$ cat src/rlat_pkg.sv
// Shared types and constants for the reliable link acknowledgement tracker.
package rlat_pkg;

   // Default number of entries in the pending-send table.
   localparam int PENDING_DEPTH_DEF = 32;

   // Depth of the queue between the request front end and the engine.
   localparam int QUEUE_DEPTH = 2;

   // Field widths.
   localparam int PEER_W    = 48;
   localparam int SEQ_W     = 16;
   localparam int BITS_W    = 32;
   localparam int MS_W      = 16;
   localparam int SILENCE_W = 17;
   localparam int COUNT_W   = 6;
   localparam int STATE_W   = 3;

   // Stream payload widths.
   localparam int REQ_DATA_W = 128;
   localparam int RSP_DATA_W = 80;

   // Saturation limits.
   localparam logic [SILENCE_W-1:0] SILENCE_MAX = 17'h1FFFF;
   localparam logic [COUNT_W-1:0]   COUNT_MAX   = 6'd63;
   localparam logic [15:0]          TIMEOUT_RESET = 16'd10000;

   // Highest history bit index.
   localparam logic [SEQ_W-1:0] HISTORY_TOP = 16'd31;

   // Configuration register indexes.
   localparam logic CSR_ROLE    = 1'b0;
   localparam logic CSR_TIMEOUT = 1'b1;

   // Role values.
   localparam logic ROLE_SERVER = 1'b0;

   // Request kinds.
   typedef enum logic [1:0] {
      KIND_OPEN = 2'd0,
      KIND_SEND = 2'd1,
      KIND_RECV = 2'd2,
      KIND_TICK = 2'd3
   } kind_type;

   // Link states as reported to the user.
   localparam logic [STATE_W-1:0] LINK_DISCONNECTED = 3'd0;
   localparam logic [STATE_W-1:0] LINK_LISTENING    = 3'd1;
   localparam logic [STATE_W-1:0] LINK_CONNECTING   = 3'd2;
   localparam logic [STATE_W-1:0] LINK_CONNECTED    = 3'd3;
   localparam logic [STATE_W-1:0] LINK_CONNECT_FAIL = 3'd4;

   // One classified request as it travels from the front end to the engine.
   typedef struct packed {
      kind_type              kind;
      logic [PEER_W-1:0]     peer_address;
      logic [SEQ_W-1:0]      sequence_req;
      logic [SEQ_W-1:0]      ack;
      logic [BITS_W-1:0]     ack_mask;
      logic [MS_W-1:0]       elapsed_ms;
   } item_type;

endpackage

$ cat src/rlat_front.sv
// Request front end: accepts stream requests, classifies them and queues them.
module rlat_front (
   input  logic                             clock,
   input  logic                             reset,
   input  logic                             req_tvalid,
   output logic                             req_tready,
   // Fields from bit 0 up: peer_address, sequence_req, ack, ack_mask, elapsed_ms.
   input  logic [rlat_pkg::REQ_DATA_W-1:0]  req_tdata,
   // Fields from bit 0 up: action.
   input  logic [1:0]                       req_tuser,
   output logic                             q_valid,
   output rlat_pkg::item_type               q_item,
   input  logic                             q_pop
);

   localparam int PTR_W = (rlat_pkg::QUEUE_DEPTH > 1) ? $clog2(rlat_pkg::QUEUE_DEPTH) : 1;
   localparam int CNT_W = $clog2(rlat_pkg::QUEUE_DEPTH + 1);
   localparam logic [CNT_W-1:0] FULL_CNT = CNT_W'(rlat_pkg::QUEUE_DEPTH);
   localparam logic [PTR_W-1:0] LAST_PTR = PTR_W'(rlat_pkg::QUEUE_DEPTH - 1);

   rlat_pkg::item_type queue_ff [rlat_pkg::QUEUE_DEPTH];
   logic [PTR_W-1:0] wr_ptr_ff, wr_ptr_in;
   logic [PTR_W-1:0] rd_ptr_ff, rd_ptr_in;
   logic [CNT_W-1:0] count_ff, count_in;
   rlat_pkg::item_type new_item;
   logic push;
   logic pop;

   // Classify the incoming request.
   always_comb begin
      new_item.kind         = rlat_pkg::kind_type'(req_tuser);
      new_item.peer_address = req_tdata[47:0];
      new_item.sequence_req = req_tdata[63:48];
      new_item.ack          = req_tdata[79:64];
      new_item.ack_mask     = req_tdata[111:80];
      new_item.elapsed_ms   = req_tdata[127:112];
   end

   assign req_tready = (count_ff != FULL_CNT);
   assign push       = req_tvalid && req_tready;
   assign q_valid    = (count_ff != '0);
   assign pop        = q_pop && q_valid;
   assign q_item     = queue_ff[rd_ptr_ff];

   // Pointer and fill count update.
   always_comb begin
      wr_ptr_in = wr_ptr_ff;
      rd_ptr_in = rd_ptr_ff;
      count_in  = count_ff;
      if (push) begin
         wr_ptr_in = (wr_ptr_ff == LAST_PTR) ? '0 : wr_ptr_ff + 1'b1;
      end
      if (pop) begin
         rd_ptr_in = (rd_ptr_ff == LAST_PTR) ? '0 : rd_ptr_ff + 1'b1;
      end
      if (push && !pop) begin
         count_in = count_ff + 1'b1;
      end else if (pop && !push) begin
         count_in = count_ff - 1'b1;
      end
   end

   always_ff @(posedge clock) begin
      if (reset) begin
         wr_ptr_ff <= '0;
         rd_ptr_ff <= '0;
         count_ff  <= '0;
      end else begin
         wr_ptr_ff <= wr_ptr_in;
         rd_ptr_ff <= rd_ptr_in;
         count_ff  <= count_in;
      end
   end

   // Queue storage.
   always_ff @(posedge clock) begin
      if (push) begin
         queue_ff[wr_ptr_ff] <= new_item;
      end
   end

endmodule

$ cat src/rlat_back.sv
// Link engine: connection state, receive history and the pending-send table.
module rlat_back #(
   parameter int PENDING_DEPTH = rlat_pkg::PENDING_DEPTH_DEF
) (
   input  logic                             clock,
   input  logic                             reset,
   input  logic                             csr_we,
   input  logic                             csr_index,
   input  logic [15:0]                      csr_wdata,
   input  logic                             q_valid,
   input  rlat_pkg::item_type               q_item,
   output logic                             q_pop,
   output logic                             rsp_tvalid,
   input  logic                             rsp_tready,
   // Fields from bit 0 up: hdr_sequence, hdr_ack, hdr_ack_bits, acked_count,
   // accepted, table_full, link_state.
   output logic [rlat_pkg::RSP_DATA_W-1:0]  rsp_tdata
);

   localparam int IDX_W = (PENDING_DEPTH > 1) ? $clog2(PENDING_DEPTH) : 1;
   localparam logic [IDX_W-1:0] LAST_IDX = IDX_W'(PENDING_DEPTH - 1);

   typedef enum logic [1:0] {
      ST_IDLE,
      ST_SEND_SCAN,
      ST_RET_SCAN,
      ST_DONE
   } eng_state_type;

   typedef enum logic [1:0] {
      MODE_NONE,
      MODE_SERVER,
      MODE_CLIENT
   } mode_type;

   // Configuration registers.
   logic        role_ff;
   logic [15:0] timeout_ff;

   // Link state.
   eng_state_type                       state_ff, state_in;
   mode_type                            mode_ff, mode_in;
   logic [rlat_pkg::STATE_W-1:0]        conn_ff, conn_in;
   logic [rlat_pkg::SILENCE_W-1:0]      silence_ff, silence_in;
   logic [rlat_pkg::PEER_W-1:0]         peer_ff, peer_in;
   logic [rlat_pkg::SEQ_W-1:0]          local_seq_ff, local_seq_in;
   logic [rlat_pkg::SEQ_W-1:0]          remote_seq_ff, remote_seq_in;
   logic                                any_rx_ff, any_rx_in;
   logic [rlat_pkg::BITS_W-1:0]         history_ff, history_in;

   // Per-request working registers.
   logic [rlat_pkg::SEQ_W-1:0]          hdr_seq_ff, hdr_seq_in;
   logic [rlat_pkg::SEQ_W-1:0]          hdr_ack_ff, hdr_ack_in;
   logic [rlat_pkg::BITS_W-1:0]         hdr_bits_ff, hdr_bits_in;
   logic [rlat_pkg::COUNT_W-1:0]        acked_ff, acked_in;
   logic                                accepted_ff, accepted_in;
   logic                                full_ff, full_in;
   logic [rlat_pkg::SEQ_W-1:0]          ack_ff, ack_in;
   logic [rlat_pkg::BITS_W-1:0]         bits_ff, bits_in;

   // Table scan.
   logic [IDX_W-1:0]                    scan_idx_ff, scan_idx_in;
   logic                                issue_ff, issue_in;
   logic                                chk_vld_ff, chk_vld_in;
   logic [IDX_W-1:0]                    chk_idx_ff, chk_idx_in;
   logic [PENDING_DEPTH-1:0]            pend_valid_ff, pend_valid_in;

   // Pending sequence memory.
   logic [rlat_pkg::SEQ_W-1:0]          pend_mem [PENDING_DEPTH];
   logic [rlat_pkg::SEQ_W-1:0]          rd_data_ff;
   logic                                mem_we;

   // Result register.
   logic                                rsp_valid_ff, rsp_valid_in;
   logic [rlat_pkg::RSP_DATA_W-1:0]     rsp_data_ff, rsp_data_in;

   // Receive and retire helpers.
   logic [rlat_pkg::SEQ_W-1:0]          rx_fwd;
   logic [rlat_pkg::SEQ_W-1:0]          rx_back;
   logic [rlat_pkg::SEQ_W-1:0]          rx_back_m1;
   logic                                rx_newer;
   logic [rlat_pkg::SEQ_W-1:0]          ret_diff;
   logic [rlat_pkg::SEQ_W-1:0]          ret_fwd;
   logic [rlat_pkg::SEQ_W-1:0]          ret_bi;
   logic                                ret_hit;
   logic [rlat_pkg::SILENCE_W:0]        tick_sum;
   logic [rlat_pkg::SILENCE_W-1:0]      tick_sat;

   // Configuration writes.
   always_ff @(posedge clock) begin
      if (reset) begin
         role_ff    <= rlat_pkg::ROLE_SERVER;
         timeout_ff <= rlat_pkg::TIMEOUT_RESET;
      end else if (csr_we) begin
         case (csr_index)
            rlat_pkg::CSR_ROLE:    role_ff    <= csr_wdata[0];
            rlat_pkg::CSR_TIMEOUT: timeout_ff <= csr_wdata;
            default:               role_ff    <= role_ff;
         endcase
      end
   end

   // Sequence distance terms for a received header.
   assign rx_fwd     = q_item.sequence_req - remote_seq_ff;
   assign rx_back    = remote_seq_ff - q_item.sequence_req;
   assign rx_back_m1 = rx_back - 1'b1;
   assign rx_newer   = (rx_fwd != '0) && !rx_fwd[rlat_pkg::SEQ_W-1];

   // Acknowledge test for the pending entry read last cycle.
   assign ret_diff = ack_ff - rd_data_ff;
   assign ret_fwd  = rd_data_ff - ack_ff;
   assign ret_bi   = ret_diff - 1'b1;
   always_comb begin
      ret_hit = 1'b0;
      if (ret_diff == '0) begin
         ret_hit = 1'b1;
      end else if (!((ret_fwd != '0) && !ret_fwd[rlat_pkg::SEQ_W-1])) begin
         if (ret_bi <= rlat_pkg::HISTORY_TOP) begin
            ret_hit = bits_ff[ret_bi[4:0]];
         end
      end
   end

   // Silence accumulation on a tick.
   assign tick_sum = {1'b0, silence_ff} + {{(rlat_pkg::SILENCE_W + 1 - rlat_pkg::MS_W){1'b0}},
                                           q_item.elapsed_ms};
   assign tick_sat = tick_sum[rlat_pkg::SILENCE_W] ? rlat_pkg::SILENCE_MAX
                                                    : tick_sum[rlat_pkg::SILENCE_W-1:0];

   // Engine sequencer.
   always_comb begin
      state_in      = state_ff;
      mode_in       = mode_ff;
      conn_in       = conn_ff;
      silence_in    = silence_ff;
      peer_in       = peer_ff;
      local_seq_in  = local_seq_ff;
      remote_seq_in = remote_seq_ff;
      any_rx_in     = any_rx_ff;
      history_in    = history_ff;
      hdr_seq_in    = hdr_seq_ff;
      hdr_ack_in    = hdr_ack_ff;
      hdr_bits_in   = hdr_bits_ff;
      acked_in      = acked_ff;
      accepted_in   = accepted_ff;
      full_in       = full_ff;
      ack_in        = ack_ff;
      bits_in       = bits_ff;
      scan_idx_in   = scan_idx_ff;
      issue_in      = 1'b0;
      chk_vld_in    = 1'b0;
      chk_idx_in    = chk_idx_ff;
      pend_valid_in = pend_valid_ff;
      rsp_valid_in  = rsp_valid_ff && !rsp_tready;
      rsp_data_in   = rsp_data_ff;
      mem_we        = 1'b0;
      q_pop         = 1'b0;

      case (state_ff)
         ST_IDLE: begin
            if (q_valid) begin
               q_pop       = 1'b1;
               hdr_seq_in  = '0;
               hdr_ack_in  = '0;
               hdr_bits_in = '0;
               acked_in    = '0;
               accepted_in = 1'b0;
               full_in     = 1'b0;
               case (q_item.kind)
                  rlat_pkg::KIND_OPEN: begin
                     silence_in = '0;
                     if (role_ff == rlat_pkg::ROLE_SERVER) begin
                        mode_in = MODE_SERVER;
                        conn_in = rlat_pkg::LINK_LISTENING;
                        peer_in = '0;
                     end else begin
                        mode_in = MODE_CLIENT;
                        conn_in = rlat_pkg::LINK_CONNECTING;
                        peer_in = q_item.peer_address;
                     end
                     state_in = ST_DONE;
                  end
                  rlat_pkg::KIND_SEND: begin
                     hdr_seq_in   = local_seq_ff;
                     hdr_ack_in   = remote_seq_ff;
                     hdr_bits_in  = history_ff;
                     local_seq_in = local_seq_ff + 1'b1;
                     scan_idx_in  = '0;
                     state_in     = ST_SEND_SCAN;
                  end
                  rlat_pkg::KIND_RECV: begin
                     // Update the remote sequence and received history.
                     if (!any_rx_ff) begin
                        any_rx_in     = 1'b1;
                        remote_seq_in = q_item.sequence_req;
                        history_in    = '0;
                     end else if (rx_newer) begin
                        if (rx_fwd < 16'd32) begin
                           history_in = (history_ff << rx_fwd[4:0])
                                      | (32'd1 << (rx_fwd[4:0] - 5'd1));
                        end else if (rx_fwd == 16'd32) begin
                           history_in = 32'h8000_0000;
                        end else begin
                           history_in = '0;
                        end
                        remote_seq_in = q_item.sequence_req;
                     end else if (rx_back != '0) begin
                        if (rx_back_m1 <= rlat_pkg::HISTORY_TOP) begin
                           history_in = history_ff | (32'd1 << rx_back_m1[4:0]);
                        end
                     end
                     // Connection progress.
                     if (mode_ff == MODE_SERVER && conn_ff != rlat_pkg::LINK_CONNECTED) begin
                        conn_in = rlat_pkg::LINK_CONNECTED;
                        peer_in = q_item.peer_address;
                     end
                     if (q_item.peer_address == peer_in) begin
                        if (mode_ff == MODE_CLIENT && conn_ff == rlat_pkg::LINK_CONNECTING) begin
                           conn_in = rlat_pkg::LINK_CONNECTED;
                        end
                        silence_in  = '0;
                        accepted_in = 1'b1;
                     end
                     ack_in      = q_item.ack;
                     bits_in     = q_item.ack_mask;
                     scan_idx_in = '0;
                     issue_in    = 1'b1;
                     state_in    = ST_RET_SCAN;
                  end
                  default: begin
                     silence_in = tick_sat;
                     if (tick_sat > {1'b0, timeout_ff}) begin
                        if (conn_ff == rlat_pkg::LINK_CONNECTING) begin
                           conn_in    = rlat_pkg::LINK_CONNECT_FAIL;
                           silence_in = '0;
                           peer_in    = '0;
                        end else if (conn_ff == rlat_pkg::LINK_CONNECTED) begin
                           conn_in    = rlat_pkg::LINK_DISCONNECTED;
                           silence_in = '0;
                           peer_in    = '0;
                        end
                     end
                     state_in = ST_DONE;
                  end
               endcase
            end
         end

         // Look for the first free pending entry, one per cycle.
         ST_SEND_SCAN: begin
            if (!pend_valid_ff[scan_idx_ff]) begin
               mem_we                     = 1'b1;
               pend_valid_in[scan_idx_ff] = 1'b1;
               state_in                   = ST_DONE;
            end else if (scan_idx_ff == LAST_IDX) begin
               full_in  = 1'b1;
               state_in = ST_DONE;
            end else begin
               scan_idx_in = scan_idx_ff + 1'b1;
            end
         end

         // Read one entry a cycle and test the entry read the cycle before.
         ST_RET_SCAN: begin
            if (issue_ff) begin
               chk_vld_in = 1'b1;
               chk_idx_in = scan_idx_ff;
               if (scan_idx_ff != LAST_IDX) begin
                  scan_idx_in = scan_idx_ff + 1'b1;
                  issue_in    = 1'b1;
               end
            end
            if (chk_vld_ff) begin
               if (pend_valid_ff[chk_idx_ff] && ret_hit) begin
                  pend_valid_in[chk_idx_ff] = 1'b0;
                  if (acked_ff != rlat_pkg::COUNT_MAX) begin
                     acked_in = acked_ff + 1'b1;
                  end
               end
               if (chk_idx_ff == LAST_IDX) begin
                  state_in = ST_DONE;
               end
            end
         end

         // Hand the result to the output register once it is free.
         ST_DONE: begin
            if (!rsp_valid_ff || rsp_tready) begin
               rsp_valid_in = 1'b1;
               rsp_data_in  = {5'd0, conn_ff, full_ff, accepted_ff, acked_ff,
                               hdr_bits_ff, hdr_ack_ff, hdr_seq_ff};
               state_in     = ST_IDLE;
            end
         end

         default: begin
            state_in = ST_IDLE;
         end
      endcase
   end

   // Control and link state registers.
   always_ff @(posedge clock) begin
      if (reset) begin
         state_ff      <= ST_IDLE;
         mode_ff       <= MODE_NONE;
         conn_ff       <= rlat_pkg::LINK_DISCONNECTED;
         silence_ff    <= '0;
         peer_ff       <= '0;
         local_seq_ff  <= '0;
         remote_seq_ff <= '0;
         any_rx_ff     <= 1'b0;
         history_ff    <= '0;
         issue_ff      <= 1'b0;
         chk_vld_ff    <= 1'b0;
         pend_valid_ff <= '0;
         rsp_valid_ff  <= 1'b0;
      end else begin
         state_ff      <= state_in;
         mode_ff       <= mode_in;
         conn_ff       <= conn_in;
         silence_ff    <= silence_in;
         peer_ff       <= peer_in;
         local_seq_ff  <= local_seq_in;
         remote_seq_ff <= remote_seq_in;
         any_rx_ff     <= any_rx_in;
         history_ff    <= history_in;
         issue_ff      <= issue_in;
         chk_vld_ff    <= chk_vld_in;
         pend_valid_ff <= pend_valid_in;
         rsp_valid_ff  <= rsp_valid_in;
      end
   end

   // Payload registers.
   always_ff @(posedge clock) begin
      hdr_seq_ff  <= hdr_seq_in;
      hdr_ack_ff  <= hdr_ack_in;
      hdr_bits_ff <= hdr_bits_in;
      acked_ff    <= acked_in;
      accepted_ff <= accepted_in;
      full_ff     <= full_in;
      ack_ff      <= ack_in;
      bits_ff     <= bits_in;
      scan_idx_ff <= scan_idx_in;
      chk_idx_ff  <= chk_idx_in;
      rsp_data_ff <= rsp_data_in;
   end

   // Pending sequence memory with registered read.
   always_ff @(posedge clock) begin
      if (mem_we) begin
         pend_mem[scan_idx_ff] <= hdr_seq_ff;
      end
      rd_data_ff <= pend_mem[scan_idx_ff];
   end

   assign rsp_tvalid = rsp_valid_ff;
   assign rsp_tdata  = rsp_data_ff;

   // A checked entry always belongs to the retire scan.
   a_chk_in_scan : assert property (@(posedge clock) disable iff (reset)
      chk_vld_ff |-> (state_ff == ST_RET_SCAN))
      else $error("table check outside retire scan");

   // The connection state never leaves its defined codes.
   a_conn_range : assert property (@(posedge clock) disable iff (reset)
      conn_ff <= rlat_pkg::LINK_CONNECT_FAIL)
      else $error("connection state out of range");

   // A request is taken from the queue only when the engine is idle.
   a_pop_idle : assert property (@(posedge clock) disable iff (reset)
      q_pop |-> (state_ff == ST_IDLE && q_valid))
      else $error("queue popped while engine busy");

   // A finished result reaches the output register in the cycle after it is released.
   a_done_out : assert property (@(posedge clock) disable iff (reset)
      (state_ff == ST_DONE && (!rsp_valid_ff || rsp_tready)) |=> rsp_valid_ff)
      else $error("result lost on release");

endmodule

$ cat src/reliable_link_ack_tracker_top.sv
// Top level of the reliable link acknowledgement tracker.
//
// Requests arrive on the req_ stream: tuser carries the action (open, send,
// receive, tick) and tdata the peer address, header fields and elapsed time.
// Each request yields exactly one response on the rsp_ stream with the
// outgoing header, the number of retired pending entries, the accepted and
// table-full flags and the link state after the request.
// Two configuration registers (role, timeout in ms) are written on the csr_
// port; the user must write them only while the block is idle, as the block
// itself does not enforce it. A two-entry request queue sits in front of the
// engine, so requests are taken while the engine works or a response waits.
// Open and tick go straight to the done state; a send first runs the
// one-entry-per-cycle free slot search, and a receive first runs the retire
// scan that reads the pending table through one memory port. The engine
// works on one request at a time, so it takes a new one from the queue only
// after the previous response has entered the output register.
// Reset clears the link, sequences, history and all pending entries at
// once; no clearing pass is needed. A stalled response holds in the output
// register and the engine waits behind it while the queue fills.
module reliable_link_ack_tracker_top #(
   parameter int PENDING_DEPTH = rlat_pkg::PENDING_DEPTH_DEF
) (
   input  logic                             clock,
   input  logic                             reset,
   input  logic                             csr_we,
   input  logic                             csr_index,
   input  logic [15:0]                      csr_wdata,
   input  logic                             req_tvalid,
   output logic                             req_tready,
   // Fields from bit 0 up: peer_address, sequence_req, ack, ack_mask, elapsed_ms.
   input  logic [rlat_pkg::REQ_DATA_W-1:0]  req_tdata,
   // Fields from bit 0 up: action.
   input  logic [1:0]                       req_tuser,
   output logic                             rsp_tvalid,
   input  logic                             rsp_tready,
   // Fields from bit 0 up: hdr_sequence, hdr_ack, hdr_ack_bits, acked_count,
   // accepted, table_full, link_state.
   output logic [rlat_pkg::RSP_DATA_W-1:0]  rsp_tdata
);

   logic               q_valid;
   logic               q_pop;
   rlat_pkg::item_type q_item;

   rlat_front u_front (
      .clock      (clock),
      .reset      (reset),
      .req_tvalid (req_tvalid),
      .req_tready (req_tready),
      .req_tdata  (req_tdata),
      .req_tuser  (req_tuser),
      .q_valid    (q_valid),
      .q_item     (q_item),
      .q_pop      (q_pop)
   );

   rlat_back #(
      .PENDING_DEPTH (PENDING_DEPTH)
   ) u_back (
      .clock      (clock),
      .reset      (reset),
      .csr_we     (csr_we),
      .csr_index  (csr_index),
      .csr_wdata  (csr_wdata),
      .q_valid    (q_valid),
      .q_item     (q_item),
      .q_pop      (q_pop),
      .rsp_tvalid (rsp_tvalid),
      .rsp_tready (rsp_tready),
      .rsp_tdata  (rsp_tdata)
   );

endmodule

$ cat config.mk
export PLATFORM = sky130hd
export DESIGN_NAME = reliable_link_ack_tracker_top
export DESIGN_NICKNAME = d
export VERILOG_FILES = /design/src/rlat_pkg.sv /design/src/rlat_front.sv /design/src/rlat_back.sv /design/src/reliable_link_ack_tracker_top.sv
export SDC_FILE = /design/constraint.sdc
export NUM_CORES = 2
export LEC_CHECK = 0
export ABC_AREA = 1
export BUFFER_PORTS_ARGS = -buffer_cell sky130_fd_sc_hd__buf_2
export CORE_MARGIN = 1.5
export CORE_UTILIZATION = 32
export DETAILED_ROUTE_END_ITERATION = 6
export PLACE_DENSITY = 0.58
export SYNTH_ARGS = -nofsm -noshare
export SYNTH_HDL_FRONTEND = slang
export SYNTH_HIERARCHICAL = 1
export SYNTH_SLANG_ARGS = --single-unit
$ cat constraint.sdc
create_clock -name clock -period 7.2 [get_ports clock]
set_clock_uncertainty 0.1 [all_clocks]
set_input_delay 1.44 -clock clock [delete_from_list [all_inputs] [get_ports clock]]
set_output_delay 1.44 -clock clock [all_outputs]
set_load 0.01 [all_outputs]
==> results.yml <==
die:
  die_height_um: 417.7
  initial_core_util_pct: 32.15
  io-pin-count: 234
  core-area_mm2: 0.1712
  die_area_mm2: 0.1745
  fp.dieW_um: 417.7
  core.rowCount: 152
sta:
  setup_viol: 0
  tightestPinTransition_ns: 1.223
  whs_ns: 0.3090
  fin_crit_sh_pct: 79.78
  period_needed_ns: 5.744
  hold_viol_final: 0
  max_slew_margin_pct: 18.23
  fmax_mhz: 174.1
  final_max_slew_viol_count: 0
  rsz0062_at_grt: "no"
yosys:
  synth.distinct_cells: 64
  ys_warn_count: 6
  netlist_instances: 5418
  synth-seq-cells: 1187
  synth_seq_area_share_pct: 60.95
  syn_area_per_cell_um2: 10.16
  syn_area_mm2: 0.05503
  async_reset_ff_share_pct: 0
  synth_edf_count: 977
  synth_ff_type: "edfxtp_1"
global_routing:
  grtUsageTotal_pct: 17.01
  antenna_found_initial: 14
  grt_max_degree: 182
  grt_pass1_wl_mm: 230.7
  grt_overflow_total: 0
  grt_pass1_vias: 38325
routing:
  wl_per_cell_um: 19.21
  via_per_inst: 5.023
  ant_nets: 0
  vias: 39647
  drc: 0
  finalWirelength_mm: 151.7
  dr.pass1.iters: 7
  drt-initial-drc-count: 3249
cells_and_area:
  multi_input_area_mm2: 0.01877
  syn_to_final_growth_pct: 13.72
  nFillCells: 16932
  final_nets: 5825
  drive_gt1_share_pct: 13.17
  layout_commonest_cell: "edfxtp_1"
  layout_common_cells: "977 x edfxtp_1, 954 x nand2_1, 599 x nor2_1, 586 x o21ai_0, 447 x inv_1"
  instances_no_fill: 7893
  fin_util_pct: 36.56
  final-seq-area_mm2: 0.03355
power_and_ir_drop:
  powerDensity_mw_per_mm2: 429.8
  peakVddDrop_mv: 0.4168
  p_total_mw: 26.90
  p_leak_nw: 23.48
worst_setup_path:
  crit_required_ns: 7.75
  worstSetupStartpointType: "flip-flop"
  worst_path_max_delay_cell: "buf_4"
  cp_num_buf_inv: 5
  worstSetupPathType: "reg -> reg"
  cp-end-kind: "flip-flop"
  cp.arrival_ns: 6.29
  cp_common_cell: "nand2_4"
  slowest_delay_ns: 0.62
  crit_chain: "buf_4 -> mux2_2 -> inv_1 -> ha_1 -> nand2_1 -> nand2_1 -> o21bai_1 -> xor2_2 -> buf_4 -> inv_1 -> buf_4 -> nand2_1 -> nor4_1 -> nand3_2 -> nand2_4 -> nand2_4 -> nand2_4 -> nand2_4 -> a21oi_1 -> nor2_1"
  crit_family: "simple AND/OR/NAND/NOR gates"
  critPathMaxFanout: 64
clocking:
  hold_buffers: 0
  clk-insertion-delay-late_ns: 0.76
  clock_sinks: 1187
  post_cts_buffers: 0
  root_buffer: "clkbuf_16"
  cts_buffer_depth: 3
  cts_tree: "yes"
  cts_max_level: 3
  clkTransAtPathRegs_ns: 0.07
  cts_made_buffers: 117
  cts_resized: 0
outcome:
  status: "complete, no violations"
place:
  io_buffers: 228
  placed_cells: 7668
  dp_hpwl_mm: 96.59
  gp_congestion: 0.8950
run:
  cap_violations: 0
hold_path:
  hp-class: "reg -> reg"
-- through the flow --
step	setup TNS, ns	area (µm²)	setup WS [ns]
final	0	62580	1.456
after CTS	0	62570	1.374
after detailed placement	0	58620	1.408
after global placement	0	58620	1.534
after global routing	0	62580	0.9334
after floorplan	-117.91	55040	-0.4535
-- final timing paths --
path	startpoint	endpoint	slack [ns]	cells after the start
setup reg to reg	flip-flop	u_back/history_ff[12]	1.46	20
setup / recovery	flip-flop	u_back/history_ff[12]	1.46	20
hold / removal	u_back/hdr_ack_ff[5]	u_back/rsp_tdata[21]	0.31	0
hold reg to reg	u_back/hdr_ack_ff[5]	u_back/rsp_tdata[21]	0.31	0
-- cells in the mapped netlist (13+ instances only) --
library cell | number | area, µm²
edfxtp_1 | 977 | 29340
nand2_1 | 954 | 3581
nor2_1 | 602 | 2260
o21ai_0 | 586 | 2933
inv_1 | 448 | 1682
nand3_1 | 251 | 1256
a21oi_1 | 220 | 1101
dfxtp_1 | 210 | 4204
clkbuf_1 | 191 | 716.9
o22ai_1 | 169 | 1057
mux2_2 | 130 | 1464
ha_1 | 115 | 1439
nor3_1 | 57 | 285.3
buf_2 | 48 | 240.2
nand4_1 | 48 | 300.3
xor2_1 | 42 | 367.9
a221oi_1 | 35 | 306.5
a22o_1 | 33 | 289.0
inv_2 | 24 | 90.09
o21ai_1 | 22 | 110.1
or2_2 | 21 | 131.4
buf_6 | 19 | 214.0
buf_1 | 16 | 60.06
nor2_2 | 14 | 87.58
o211ai_1 | 14 | 105.1
buf_4 | 13 | 97.59
-- sequential cells by signal, indices dropped and copies added (netlist names), 17 cells and up, named ones only --
signal and flops:
u_back/pend_mem 512, u_front/queue_ff 260, u_back/rsp_tdata 75, u_back/peer_ff 48, u_back/bits_ff 32, u_back/hdr_bits_ff 32
u_back/history_ff 32, u_back/pend_valid_ff 32, u_back/silence_ff 17
-- cell type report --
type                            count  area share [%]
Tap cell                         2233           4.465
Clock inverter                     75           1.408
Clock buffer                      147           4.906
Timing Repair Buffer              300           2.747
Sequential cell                  1187           53.60
Multi-Input combinational cell   3473           29.99
Inverter                          475           2.865
Antenna cell                        3         0.01200
-- power by group --
| part | internal, mW | switching (mW) | leakage [nW] |
|---|---|---|---|
| combinational | 3.27 | 8.00 | 10.9 |
| sequential | 8.83 | 0.526 | 10.7 |
| clock | 3.55 | 2.72 | 1.88 |
-- per-layer routing --
layer	vias up	share of wire, %	wire, µm	global-route usage (%)
met2	1020	50	75970	29.90
met1	19207	41	62860	21.02
met4	12	3.8	5788	6.749
li1	19168	-	-	-
met5	-	0.045	69	0
met3	240	4.6	6968	2.275
-- kinds of logic after synthesis --
group                    count (synthesis)  synth area share, %
AND/OR/NAND/NOR                       2009                15.22
flip-flops                            1187                60.95
AO/OA/AOI/OAI                         1155                11.83
buffers and inverters                  762                5.655
multiplexers                           138                2.806
adder cells (fa/ha/maj)                119                2.760
XOR/XNOR                                47               0.7617
other                                    1             0.006815
(Power assumes the default switching activity.)
